### src/ryp_pkg.sv
package ryp_pkg;

    // Field widths fixed by the interface.
    localparam int unsigned REG_W   = 13;
    localparam int unsigned FRAME_W = 16;
    localparam int unsigned COORD_W = 12;
    localparam int unsigned COMP_W  = 8;
    localparam int unsigned ADDR_W  = 41;
    localparam int unsigned PLANE_W = 2;

    // Derived internal widths.
    localparam int unsigned AREA_W = 2 * REG_W;
    localparam int unsigned RW_W   = COORD_W + REG_W;
    localparam int unsigned FA_W   = FRAME_W + AREA_W;

    // Plane codes.
    localparam logic [PLANE_W-1:0] PLANE_Y = 2'd0;
    localparam logic [PLANE_W-1:0] PLANE_U = 2'd1;
    localparam logic [PLANE_W-1:0] PLANE_V = 2'd2;

    // Register indexes (decoded from paddr[2]).
    localparam logic REG_IDX_WIDTH  = 1'b0;
    localparam logic REG_IDX_HEIGHT = 1'b1;

    // One converted pixel as it leaves the pipeline.
    typedef struct packed {
        logic [ADDR_W-1:0] y_addr;
        logic [ADDR_W-1:0] u_addr;
        logic [ADDR_W-1:0] v_addr;
        logic [COMP_W-1:0] y;
        logic [COMP_W-1:0] u;
        logic [COMP_W-1:0] v;
        logic              chroma;
    } t_pix;

endpackage

### src/ryp_color.sv
module ryp_color
    import ryp_pkg::*;
(
    input  logic              i_clk,
    input  logic              i_en,
    input  logic [COMP_W-1:0] i_red,
    input  logic [COMP_W-1:0] i_green,
    input  logic [COMP_W-1:0] i_blue,
    output logic [COMP_W-1:0] o_y,
    output logic [COMP_W-1:0] o_u,
    output logic [COMP_W-1:0] o_v
);

    localparam int unsigned PROD_W = 24;
    localparam int unsigned SUM_W  = 27;
    localparam int unsigned FRAC   = 16;

    // Coefficient magnitudes with 16 fraction bits; signs are applied in the sums.
    localparam logic [15:0] K_YR = 16'd19595;
    localparam logic [15:0] K_YG = 16'd38470;
    localparam logic [15:0] K_YB = 16'd7471;
    localparam logic [15:0] K_UR = 16'd11076;
    localparam logic [15:0] K_UG = 16'd21692;
    localparam logic [15:0] K_UB = 16'd32768;
    localparam logic [15:0] K_VR = 16'd32768;
    localparam logic [15:0] K_VG = 16'd27460;
    localparam logic [15:0] K_VB = 16'd5308;
    localparam logic [SUM_W-1:0] OFFS = SUM_W'(128) << FRAC;

    function automatic logic [COMP_W-1:0] clamp_sample(input logic signed [SUM_W-1:0] s);
        logic [COMP_W-1:0] res;
        if (s[SUM_W-1]) begin
            res = '0;
        end else if (|s[SUM_W-2:FRAC+COMP_W]) begin
            res = '1;
        end else begin
            res = s[FRAC+COMP_W-1:FRAC];
        end
        return res;
    endfunction

    logic [PROD_W-1:0] r_yr, r_yg, r_yb, r_ur, r_ug, r_ub, r_vr, r_vg, r_vb;
    logic signed [SUM_W-1:0] r_ys, r_us, r_vs;
    logic [COMP_W-1:0] r_y3, r_u3, r_v3;
    logic [COMP_W-1:0] r_y4, r_u4, r_v4;

    // Stage 1: constant products.
    always_ff @(posedge i_clk) begin
        if (i_en) begin
            r_yr <= PROD_W'(K_YR) * PROD_W'(i_red);
            r_yg <= PROD_W'(K_YG) * PROD_W'(i_green);
            r_yb <= PROD_W'(K_YB) * PROD_W'(i_blue);
            r_ur <= PROD_W'(K_UR) * PROD_W'(i_red);
            r_ug <= PROD_W'(K_UG) * PROD_W'(i_green);
            r_ub <= PROD_W'(K_UB) * PROD_W'(i_blue);
            r_vr <= PROD_W'(K_VR) * PROD_W'(i_red);
            r_vg <= PROD_W'(K_VG) * PROD_W'(i_green);
            r_vb <= PROD_W'(K_VB) * PROD_W'(i_blue);
        end
    end

    // Stage 2: signed sums; stage 3: floor and clamp; stage 4: align with addresses.
    always_ff @(posedge i_clk) begin
        if (i_en) begin
            r_ys <= $signed(SUM_W'(r_yr) + SUM_W'(r_yg) + SUM_W'(r_yb));
            r_us <= $signed(SUM_W'(r_ub) + OFFS - SUM_W'(r_ur) - SUM_W'(r_ug));
            r_vs <= $signed(SUM_W'(r_vr) + OFFS - SUM_W'(r_vg) - SUM_W'(r_vb));
            r_y3 <= clamp_sample(r_ys);
            r_u3 <= clamp_sample(r_us);
            r_v3 <= clamp_sample(r_vs);
            r_y4 <= r_y3;
            r_u4 <= r_u3;
            r_v4 <= r_v3;
        end
    end

    assign o_y = r_y4;
    assign o_u = r_u4;
    assign o_v = r_v4;

endmodule

### src/ryp_addr.sv
module ryp_addr
    import ryp_pkg::*;
#(
    parameter int unsigned MAX_DIM = 4096
)
(
    input  logic               i_clk,
    input  logic               i_en,
    input  logic [FRAME_W-1:0] i_frame,
    input  logic [COORD_W-1:0] i_row,
    input  logic [COORD_W-1:0] i_col,
    input  logic [REG_W-1:0]   i_width_reg,
    input  logic [REG_W-1:0]   i_height_reg,
    output logic [ADDR_W-1:0]  o_y_addr,
    output logic [ADDR_W-1:0]  o_u_addr,
    output logic [ADDR_W-1:0]  o_v_addr,
    output logic               o_chroma
);

    logic [REG_W-1:0] w, h;

    // Dimensions above the supported maximum are treated as the maximum.
    always_comb begin
        w = ({19'b0, i_width_reg} > 32'(MAX_DIM)) ? REG_W'(MAX_DIM) : i_width_reg;
        h = ({19'b0, i_height_reg} > 32'(MAX_DIM)) ? REG_W'(MAX_DIM) : i_height_reg;
    end

    logic [FRAME_W-1:0] r1_frame;
    logic [AREA_W-1:0]  r1_area;
    logic [RW_W-1:0]    r1_rw;
    logic [COORD_W-1:0] r1_col;
    logic [FA_W-1:0]    r2_fa;
    logic [AREA_W-1:0]  r2_area;
    logic [AREA_W:0]    r2_a5;
    logic [RW_W:0]      r2_yoff;
    logic [RW_W-1:0]    r2_coff;
    logic [ADDR_W-1:0]  r3_base;
    logic [RW_W:0]      r3_yoff;
    logic [AREA_W+1:0]  r3_uoff;
    logic [AREA_W+1:0]  r3_voff;
    logic [ADDR_W-1:0]  r4_y, r4_u, r4_v;
    logic [3:0]         r_chroma;
    logic [FA_W+1:0]    fa3;

    assign fa3 = (FA_W+2)'(r2_fa) + (FA_W+2)'({r2_fa, 1'b0});

    always_ff @(posedge i_clk) begin
        if (i_en) begin
            // Stage 1: frame area and row offset.
            r1_frame <= i_frame;
            r1_area  <= AREA_W'(w) * AREA_W'(h);
            r1_rw    <= RW_W'(i_row) * RW_W'(w);
            r1_col   <= i_col;
            // Stage 2: frame times area, plane offsets.
            r2_fa    <= FA_W'(r1_frame) * FA_W'(r1_area);
            r2_area  <= r1_area;
            r2_a5    <= (AREA_W+1)'(r1_area) + (AREA_W+1)'(r1_area >> 2);
            r2_yoff  <= (RW_W+1)'(r1_rw) + (RW_W+1)'(r1_col);
            r2_coff  <= (r1_rw >> 2) + RW_W'(r1_col >> 1);
            // Stage 3: frame base is 3/2 of frame times area, floored.
            r3_base  <= fa3[ADDR_W:1];
            r3_yoff  <= r2_yoff;
            r3_uoff  <= (AREA_W+2)'(r2_area) + (AREA_W+2)'(r2_coff);
            r3_voff  <= (AREA_W+2)'(r2_a5) + (AREA_W+2)'(r2_coff);
            // Stage 4: final addresses, wrapping at the address width.
            r4_y     <= r3_base + ADDR_W'(r3_yoff);
            r4_u     <= r3_base + ADDR_W'(r3_uoff);
            r4_v     <= r3_base + ADDR_W'(r3_voff);
            r_chroma <= {r_chroma[2:0], ~i_row[0] & ~i_col[0]};
        end
    end

    assign o_y_addr = r4_y;
    assign o_u_addr = r4_u;
    assign o_v_addr = r4_v;
    assign o_chroma = r_chroma[3];

endmodule

### src/ryp_out.sv
module ryp_out
    import ryp_pkg::*;
(
    input  logic               i_clk,
    input  logic               i_rst_n,
    input  logic               i_valid,
    input  t_pix               i_pix,
    output logic               o_load,
    output logic               o_tvalid,
    input  logic               i_tready,
    output logic [PLANE_W-1:0] o_plane,
    output logic [ADDR_W-1:0]  o_addr,
    output logic [COMP_W-1:0]  o_sample,
    output logic               o_last
);

    t_pix               r_pix;
    logic [PLANE_W-1:0] r_idx, n_idx;
    logic               r_valid, n_valid;
    logic               take, done;

    assign take   = r_valid && i_tready;
    assign o_last = (r_idx == PLANE_V) || ((r_idx == PLANE_Y) && !r_pix.chroma);
    assign done   = take && o_last;
    assign o_load = !r_valid || done;

    always_comb begin
        unique case (r_idx)
            PLANE_U: begin
                o_addr   = r_pix.u_addr;
                o_sample = r_pix.u;
            end
            PLANE_V: begin
                o_addr   = r_pix.v_addr;
                o_sample = r_pix.v;
            end
            default: begin
                o_addr   = r_pix.y_addr;
                o_sample = r_pix.y;
            end
        endcase
    end

    always_comb begin
        n_valid = r_valid;
        n_idx   = r_idx;
        if (o_load && i_valid) begin
            n_valid = 1'b1;
            n_idx   = PLANE_Y;
        end else if (done) begin
            n_valid = 1'b0;
        end else if (take) begin
            n_idx = r_idx + PLANE_W'(1);
        end
    end

    always_ff @(posedge i_clk) begin
        if (!i_rst_n) begin
            r_valid <= 1'b0;
            r_idx   <= PLANE_Y;
        end else begin
            r_valid <= n_valid;
            r_idx   <= n_idx;
        end
    end

    always_ff @(posedge i_clk) begin
        if (o_load && i_valid) begin
            r_pix <= i_pix;
        end
    end

    assign o_tvalid = r_valid;
    assign o_plane  = r_idx;

`ifndef SYNTH
    a_u_then_v: assert property (@(posedge i_clk) disable iff (!i_rst_n)
        take && (r_idx == PLANE_U) |=> r_valid && (r_idx == PLANE_V))
        else $error("chroma U write not followed by V write");
    a_no_chroma_plane: assert property (@(posedge i_clk) disable iff (!i_rst_n)
        r_valid && !r_pix.chroma |-> r_idx == PLANE_Y)
        else $error("chroma write for a pixel without chroma");
    a_u_not_last: assert property (@(posedge i_clk) disable iff (!i_rst_n)
        r_valid && (r_idx == PLANE_U) |-> !o_last)
        else $error("U write marked last");
`endif

endmodule

### src/rgb_to_yuv420_planar_writer.sv
// RGB to planar YUV 4:2:0 writer. Each input request carries one RGB pixel with
// its frame index and top-down row and column; the block answers with byte-write
// requests for a planar frame store: always a Y write, and for pixels on an even
// row and even column also a U write and then a V write, taken from that pixel
// alone. The target plane of each write travels on tuser, and the last write of
// each pixel has tlast set. Frame geometry comes from the frame_width and
// frame_height registers, which must only be changed while the block is idle.
// A pixel enters in every cycle in which the output register can take one; it
// flows through a four-stage conversion pipeline and then an output register
// that sends its writes one per cycle while tready is high, so the pipeline
// holds later pixels in its stages as earlier writes drain, and stalls while
// the output register holds writes of an earlier pixel. Pixels whose frame
// index is at or above MAX_FRAMES are accepted and produce no writes.
module rgb_to_yuv420_planar_writer
    import ryp_pkg::*;
#(
    parameter int unsigned MAX_DIM    = 4096,
    parameter int unsigned MAX_FRAMES = 65536
)
(
    input  logic        i_clk,
    input  logic        i_rst_n,
    // Input pixel stream.
    input  logic        s_axis_tvalid,
    output logic        s_axis_tready,
    // tdata from bit 0: frame_index[15:0], row[11:0], col[11:0], red, green, blue.
    input  logic [63:0] s_axis_tdata,
    // Output write stream.
    output logic        m_axis_tvalid,
    input  logic        m_axis_tready,
    // tdata from bit 0: byte_address[40:0], sample[7:0], seven zero bits.
    output logic [55:0] m_axis_tdata,
    // tuser from bit 0: plane[1:0].
    output logic [1:0]  m_axis_tuser,
    output logic        m_axis_tlast,
    // Configuration port.
    input  logic        psel,
    input  logic        penable,
    input  logic        pwrite,
    input  logic [2:0]  paddr,
    input  logic [31:0] pwdata,
    output logic [31:0] prdata,
    output logic        pready
);

    logic [REG_W-1:0] r_width_reg;
    logic [REG_W-1:0] r_height_reg;

    // Registers sit at byte addresses 0 and 4; only paddr[2] selects between them.
    assign pready = 1'b1;
    assign prdata = (paddr[2] == REG_IDX_HEIGHT) ? 32'(r_height_reg) : 32'(r_width_reg);

    always_ff @(posedge i_clk) begin
        if (!i_rst_n) begin
            r_width_reg  <= REG_W'(640);
            r_height_reg <= REG_W'(480);
        end else if (psel && penable && pwrite && pready) begin
            if (paddr[2] == REG_IDX_HEIGHT) begin
                r_height_reg <= pwdata[REG_W-1:0];
            end else begin
                r_width_reg <= pwdata[REG_W-1:0];
            end
        end
    end

    // Unpack the input request.
    logic [FRAME_W-1:0] in_frame;
    logic [COORD_W-1:0] in_row, in_col;
    logic [COMP_W-1:0]  in_red, in_green, in_blue;

    assign in_frame = s_axis_tdata[15:0];
    assign in_row   = s_axis_tdata[27:16];
    assign in_col   = s_axis_tdata[39:28];
    assign in_red   = s_axis_tdata[47:40];
    assign in_green = s_axis_tdata[55:48];
    assign in_blue  = s_axis_tdata[63:56];

    // The whole pipeline advances together; it stops whenever the output
    // register still holds writes of an earlier pixel that do not finish in
    // this cycle.
    logic       en;
    logic [3:0] r_v;
    logic       in_keep;

    assign in_keep       = s_axis_tvalid && ({16'b0, in_frame} < 32'(MAX_FRAMES));
    assign s_axis_tready = en;

    always_ff @(posedge i_clk) begin
        if (!i_rst_n) begin
            r_v <= '0;
        end else if (en) begin
            r_v <= {r_v[2:0], in_keep};
        end
    end

    t_pix               pix;
    logic [COMP_W-1:0]  col_y, col_u, col_v;
    logic [ADDR_W-1:0]  adr_y, adr_u, adr_v;
    logic               adr_chroma;

    ryp_color u_color (
        .i_clk   (i_clk),
        .i_en    (en),
        .i_red   (in_red),
        .i_green (in_green),
        .i_blue  (in_blue),
        .o_y     (col_y),
        .o_u     (col_u),
        .o_v     (col_v)
    );

    ryp_addr #(
        .MAX_DIM (MAX_DIM)
    ) u_addr (
        .i_clk        (i_clk),
        .i_en         (en),
        .i_frame      (in_frame),
        .i_row        (in_row),
        .i_col        (in_col),
        .i_width_reg  (r_width_reg),
        .i_height_reg (r_height_reg),
        .o_y_addr     (adr_y),
        .o_u_addr     (adr_u),
        .o_v_addr     (adr_v),
        .o_chroma     (adr_chroma)
    );

    // Both halves leave stage four together and form one pixel record.
    always_comb begin
        pix.y_addr = adr_y;
        pix.u_addr = adr_u;
        pix.v_addr = adr_v;
        pix.y      = col_y;
        pix.u      = col_u;
        pix.v      = col_v;
        pix.chroma = adr_chroma;
    end

    logic [PLANE_W-1:0] out_plane;
    logic [ADDR_W-1:0]  out_addr;
    logic [COMP_W-1:0]  out_sample;
    logic               out_load;

    // Stage four drains only when the output register can take it; an empty
    // output register also lets bubbles pass.
    assign en = out_load;

    ryp_out u_out (
        .i_clk    (i_clk),
        .i_rst_n  (i_rst_n),
        .i_valid  (r_v[3]),
        .i_pix    (pix),
        .o_load   (out_load),
        .o_tvalid (m_axis_tvalid),
        .i_tready (m_axis_tready),
        .o_plane  (out_plane),
        .o_addr   (out_addr),
        .o_sample (out_sample),
        .o_last   (m_axis_tlast)
    );

    assign m_axis_tdata = {7'b0, out_sample, out_addr};
    assign m_axis_tuser = out_plane;

endmodule

### config.mk
export PLATFORM = sky130hd
export DESIGN_NAME = rgb_to_yuv420_planar_writer
export DESIGN_NICKNAME = d
export VERILOG_FILES = /design/src/ryp_pkg.sv /design/src/ryp_color.sv /design/src/ryp_addr.sv /design/src/ryp_out.sv /design/src/rgb_to_yuv420_planar_writer.sv
export SDC_FILE = /design/constraint.sdc
export NUM_CORES = 2
export LEC_CHECK = 0
export BUFFER_PORTS_ARGS = -buffer_cell sky130_fd_sc_hd__clkbuf_2
export CAP_MARGIN = 10
export CORE_MARGIN = 2
export CORE_UTILIZATION = 58
export DETAILED_ROUTE_END_ITERATION = 12
export PLACE_DENSITY = 0.75
export SLEW_MARGIN = 25
export SYNTH_ARGS = -nofsm -noshare
export SYNTH_HDL_FRONTEND = slang
export SYNTH_SLANG_ARGS = --single-unit
### constraint.sdc
create_clock -name i_clk -period 69.6 [get_ports i_clk]
set_input_delay 6.96 -clock i_clk [delete_from_list [all_inputs] [get_ports i_clk]]
set_output_delay 6.96 -clock i_clk [all_outputs]
set_load 0.05 [all_outputs]
Word-level counts from Yosys, hierarchy flattened
Cells that the tools add are included.
- register bits after elaboration: 949
- input bits: 106
- output and inout bits: 94
- word-level logic and storage cells: 114
- add/sub/neg operators: 18
- $mul: 10
- order comparisons: 2
- eq/ne operators: 2
- multiplexer cells: 10
- bitwise gates (word level): 6
- reduce and logical (&&, ||, !) cells: 19
- operators with widths (operator ; count):
    41-bit by 28-bit adder with 41-bit output ; 2
    41-bit one-hot mux with 2 select lines ; 1
    13-bit by 8-bit multiplier with 21-bit output (first input constant) ; 3
    27-bit by 23-bit subtractor with 27-bit output ; 2
    23-bit by 24-bit adder with 25-bit output (second input constant) ; 2
    15-bit by 8-bit multiplier with 23-bit output (first input constant) ; 2
    42-bit adder ; 1
    16-bit by 26-bit multiplier with 42-bit output ; 1
    41-bit by 26-bit adder with 41-bit output ; 1
    13-bit 2-to-1 mux ; 3
    27-bit by 25-bit adder with 28-bit output ; 1
    26-bit by 24-bit adder with 27-bit output ; 1
    26-bit by 25-bit adder with 27-bit output ; 1
    27-bit by 21-bit adder with 27-bit output ; 1
    27-bit by 21-bit subtractor with 27-bit output ; 1
    27-bit by 22-bit subtractor with 27-bit output ; 1
    25-bit by 12-bit adder with 26-bit output ; 1
    13-bit > comparator (second input constant) ; 2
    13-bit by 13-bit multiplier with 26-bit output ; 1
    23-bit by 24-bit adder with 25-bit output ; 1
    12-bit by 13-bit multiplier with 25-bit output ; 1
    23-bit by 11-bit adder with 24-bit output ; 1
    8-bit 2-to-1 mux ; 3
    12-bit by 8-bit multiplier with 20-bit output (first input constant) ; 1
    15 further kinds ; 32

Depth between registers and ports, before layout
- depth after elaboration: 7
- depth in mapped cells: 26
- mapped depth without buffers: 24

Hierarchy
Synthesis repeated with hierarchy kept, for this count alone.
- cells, all modules: 7365
- area total of the unflattened synthesis: 77465.5 µm²
- by module, submodules not included (module ; times used ; cells each ; area an instance (µm²)):
    ryp_addr ; 1 ; 4964 ; 49497.5
    ryp_color ; 1 ; 1899 ; 20855.0
    ryp_out ; 1 ; 339 ; 5536.6
    rgb_to_yuv420_planar_writer ; 1 ; 163 ; 1576.5

Least setup slack after synthesis
No wires, ideal clock.
- path kind: input to output
- start: in m_axis_tready
- end: out s_axis_tready
- data arrival time: 21969 ps
- setup slack: 40671 ps
- cell stages on the path: 2
- buffers on the path: 0
- cell sequence: nand2_1 -> nand2_1
- word-level cells in the longest chain between the ends: 3
- RTL lines (item ; line ; RTL):
    start, declared ; rgb_to_yuv420_planar_writer.sv:30 ; input logic m_axis_tready,
    1-bit logical AND ; ryp_out.sv:22 ; assign take = r_valid && i_tready;
    1-bit logical AND ; ryp_out.sv:24 ; assign done = take && o_last;
    1-bit logical OR ; ryp_out.sv:25 ; assign o_load = !r_valid || done;
    end, declared ; rgb_to_yuv420_planar_writer.sv:25 ; output logic s_axis_tready,
Every way passes these cells.

Worst setup path after layout
- start: in paddr[2]
- end: out prdata[3]
- word-level cells in the longest chain between the ends: 1
- RTL lines (item ; line ; RTL):
    start, declared ; rgb_to_yuv420_planar_writer.sv:40 ; input logic [2:0] paddr,
    13-bit 2-to-1 mux ; rgb_to_yuv420_planar_writer.sv:51 ; assign prdata = (paddr[2] == REG_IDX_HEIGHT) ? 32'(r_height_reg) : 32'(r_width_reg);
    end, declared ; rgb_to_yuv420_planar_writer.sv:42 ; output logic [31:0] prdata,
Every way passes these cells.

==> summary.md <==
| Metric | Value |
|---|---|
| Largest fanout on the critical path | `17` |
| First-pass GRT wire length | `between 200,000 and 300,000 microns` |
| Final Max Tran Viols | `0` |
| # hold bufs at CTS | `0` |
| Post-synthesis cell type count | `92` |
| Root Buffer | `clkbuf_16` |
| I/O Pins | `200` |
| GRT Util Overall | `a little over a quarter` |
| First-pass iteration count of the detailed router | `6` |
| Worst skew pair latency | `~0.71 ns` |
| Filler cells | `just over 10,000` |
| Final Cycle Share | `21.41%` |
| Most used flip-flop cell after synthesis | `edfxtp_1` |
| CP Capture Type | `output pin` |
| H-tree lvl count | `3` |
| Final wirelength | `around 180,000 microns` |
| Worst Setup Start Kind | `primary input` |
| Clock Sinks | `~900` |
| HP Class | `register to register` |
| CP startpoint | `paddr[2]` |
| Power, Total | `slightly above 4 mW` |
| IR drop worst, VDD | `about 0.000078 V` |
| Worst slew pin tran | `approximately 1.1 ns` |
| Setup ws final | `~55 ns` |
| TNS Setup | `0 ns` |
| Routed WL per cell | `19.05 microns` |
| Area leader, netlist | `edfxtp_1` |
| Fin crit period | `~15 ns` |
| Max FFs per register | `148` |
| Max incr delay on CP | `0.40 ns` |
| Unrepaired setup endpoints after global routing | `false` |
| Reg with most FFs | `u_out.r_pix` |
| Clock Pin Slew Worst Setup and Hold Paths | `0.06 ns` |
| Largest regs | `u_out.r_pix: 148 flops, u_addr.r2_fa: 42 flops` |
| Outcome | `finished, final reports clean` |
| Die area | `135,400 sq um` |
| Ys Warns | `0` |
| Critical path required time | `about 63 ns` |
| Syn-to-layout area delta | `7.570%` |
| Most used cell, CP | `clkbuf_2` |
| Layout cells sized above 1 | `under 10%` |
| Max frequency | `around 0.067 GHz` |
| Initial antenna violation count | `7` |
| Detail Placement HPWL | `between 100,000 and 150,000 microns` |
| CORE AREA | `~130,000 sq um` |
| Via count | `52,169` |
| Commonest cells in the netlist | `inv_1, ha_1, edfxtp_1, fa_1, nand2_1` |
| DRT iter0 DRCs | `around 4,300` |
| Seq/Total Area, Yosys | `approximately a third` |
| Die height | `approximately 370 microns` |
| Rel. slew slack | `24.47%` |
| Fin nets | `approximately 9,000` |
| PostCTS Resize Cnt | `0` |
| FFs w/ async S/R, synth | `0%` |
| Residual DRC | `0` |
| CP bufs+invs | `2` |
| Vias in the first global route | `between 50,000 and 60,000` |
| Syn avg cell area | `10.56 sq um` |
| Synth area leaders | `edfxtp_1, fa_1, ha_1` |
| Cell Area, Synth | `76,820 sq um` |
| FF-to-FF Start | `u_addr.r1_area[16]` |
| Gr ovfl total | `0` |
| Most numerous cell in the Yosys netlist | `inv_1` |
| Post-synth top area share | `between 30 and 40%` |
| I/O Buffers | `~150` |
| Synthesized instance count | `about 7,300` |
| Initial Utilization | `between 50% and 60%` |
| Rows | `around 130` |
| Cell area power density | `~50 nW/um^2` |
| WS Path Type | `primary input to output pin` |
| Dpl ws | `around 55 ns` |
| Num CTS Buffers | `95` |
| Top Family by Delay on Critical Path | `buffers and inverters` |
| Worst Clk Skew | `around 0.053 ns` |
| Max Cap Viol | `0` |
| ANT nets after route | `0` |
| Final setup vio count | `0` |
| Hold Violations, Final | `0` |
| Die width | `367.9 microns` |
| CP arrival | `roughly 8 ns` |
| Hold Crit Start | `u_addr.r_chroma[0]` |
| EDFF count, synth | `~850` |
| Clk buf depth | `3` |
| Largest net degree at the start of global routing | `~180` |
| Pleak | `around 39 nW` |
| CTS tree | `done` |
| CP max-delay cell | `mux2_2` |
| Cell Chain, Critical Path | `clkbuf_2 -> mux2_2 -> clkbuf_2` |
| Post-CTS Setup Bufs | `0` |
| Flops & latches, synth | `approximately 880` |
| Global placer's final weighted congestion | `roughly 0.93` |
| Vias/cell | `5.658` |
## metrics by stage
stage	util (%)	std cells	instance area, sq um	hold WS, ns
5_1_grt	62.86	9219	82640	0.4195
3_3_place_gp	60.33	9034	79310	0.4019
2_1_floorplan	-	7300	76920	0.4003
3_5_place_dp	60.33	9034	79310	0.4045
4_1_cts	62.77	9213	82510	0.4124
6_report	62.86	9220	82640	0.4123
## report_power, final
| group | switching [mW] | internal, mW | leakage [nW] |
|---|---|---|---|
| Clock | 0.221 | 0.291 | 1.53 |
| Sequential | 0.123 | 0.895 | 9.18 |
| Combinational | 1.51 | 1.08 | 28.0 |
| Total | 1.85 | 2.27 | 38.7 |
## cell families (layout without fill, tap and decap cells)
family	count (synthesis)	in the layout	synth area share, %
multiplexers	19	19	0.2671
XOR/XNOR	445	445	5.073
AO/OA/AOI/OAI	1140	1140	9.840
AND/OR/NAND/NOR	1828	1828	11.00
other	2	29	0.009775
flip-flops	878	878	33.89
buffers and inverters	1351	1515	6.736
adder cells (fa/ha/maj)	1611	1611	33.19
## layout make-up
type,count,area (sq um),share of cell area [%]
timing repair buffer,192,1167,1.413
antenna,1,2.502,0.003028
clock buffer,106,2440,2.952
sequential,878,26040,31.50
tap,1755,2196,2.657
multi-input combinational,5071,45750,55.35
clock inverter,73,760.7,0.9205
inverter,1144,4294,5.196
## layer usage
metal	GRT usage [%]	up-vias	part of all wire (%)
li1	-	24597	-
met1	38.10	25511	45
met2	40.38	1793	44
met3	4.404	266	8.0
met4	7.143	2	2.3
met5	0	-	0.0074
## worst register-to-register path: stages (launching register included)
cell and delay [ns]:
edfxtp_1 1.09, nand2_1 0.20, fa_1 0.58, inv_1 0.05, fa_1 0.48, inv_1 0.05, fa_1 0.51, inv_1 0.06
fa_1 0.49, fa_1 0.50, inv_1 0.05, fa_1 0.50, inv_1 0.05, ha_1 0.47, and4_1 0.31, nand4_1 0.16
a211oi_1 0.61, nor3_1 0.15, o31ai_1 0.52, a21oi_1 0.24, o31ai_1 0.36, a21o_1 0.17, a21oi_1 0.07, xnor2_1 0.15
## final timing paths
| path | cells past startpoint | slack [ns] | to |
|---|---|---|---|
| max | 3 | 54.70 | prdata[3] |
| min | 0 | 0.41 | u_addr.r_chroma[1] |
| min reg2reg | 0 | 0.41 | u_addr.r_chroma[1] |
| max reg2reg | 23 | 61.52 | u_addr.r2_fa[35] |
## layout by cell type (no fill, tap or decap), types with 33 or more instances in the layout
cell type,synthesis,final
a211oi_1,46,46
a21boi_0,38,38
a21o_1,132,132
a21oi_1,343,343
a22oi_1,52,52
and2_1,216,215
and3_1,42,42
clkbuf_16,0,96
clkbuf_2,0,151
dfxtp_1,33,33
edfxtp_1,845,845
fa_1,711,711
ha_1,900,897
inv_1,1143,1143
nand2_1,690,689
nand2b_1,53,53
nand3_1,82,82
nor2_1,446,446
nor2b_1,84,82
nor3_1,94,94
o21a_1,81,81
o21ai_0,168,168
o21bai_1,58,58
xnor2_1,311,311
xor2_1,134,134
(Power assumes the default switching activity.)
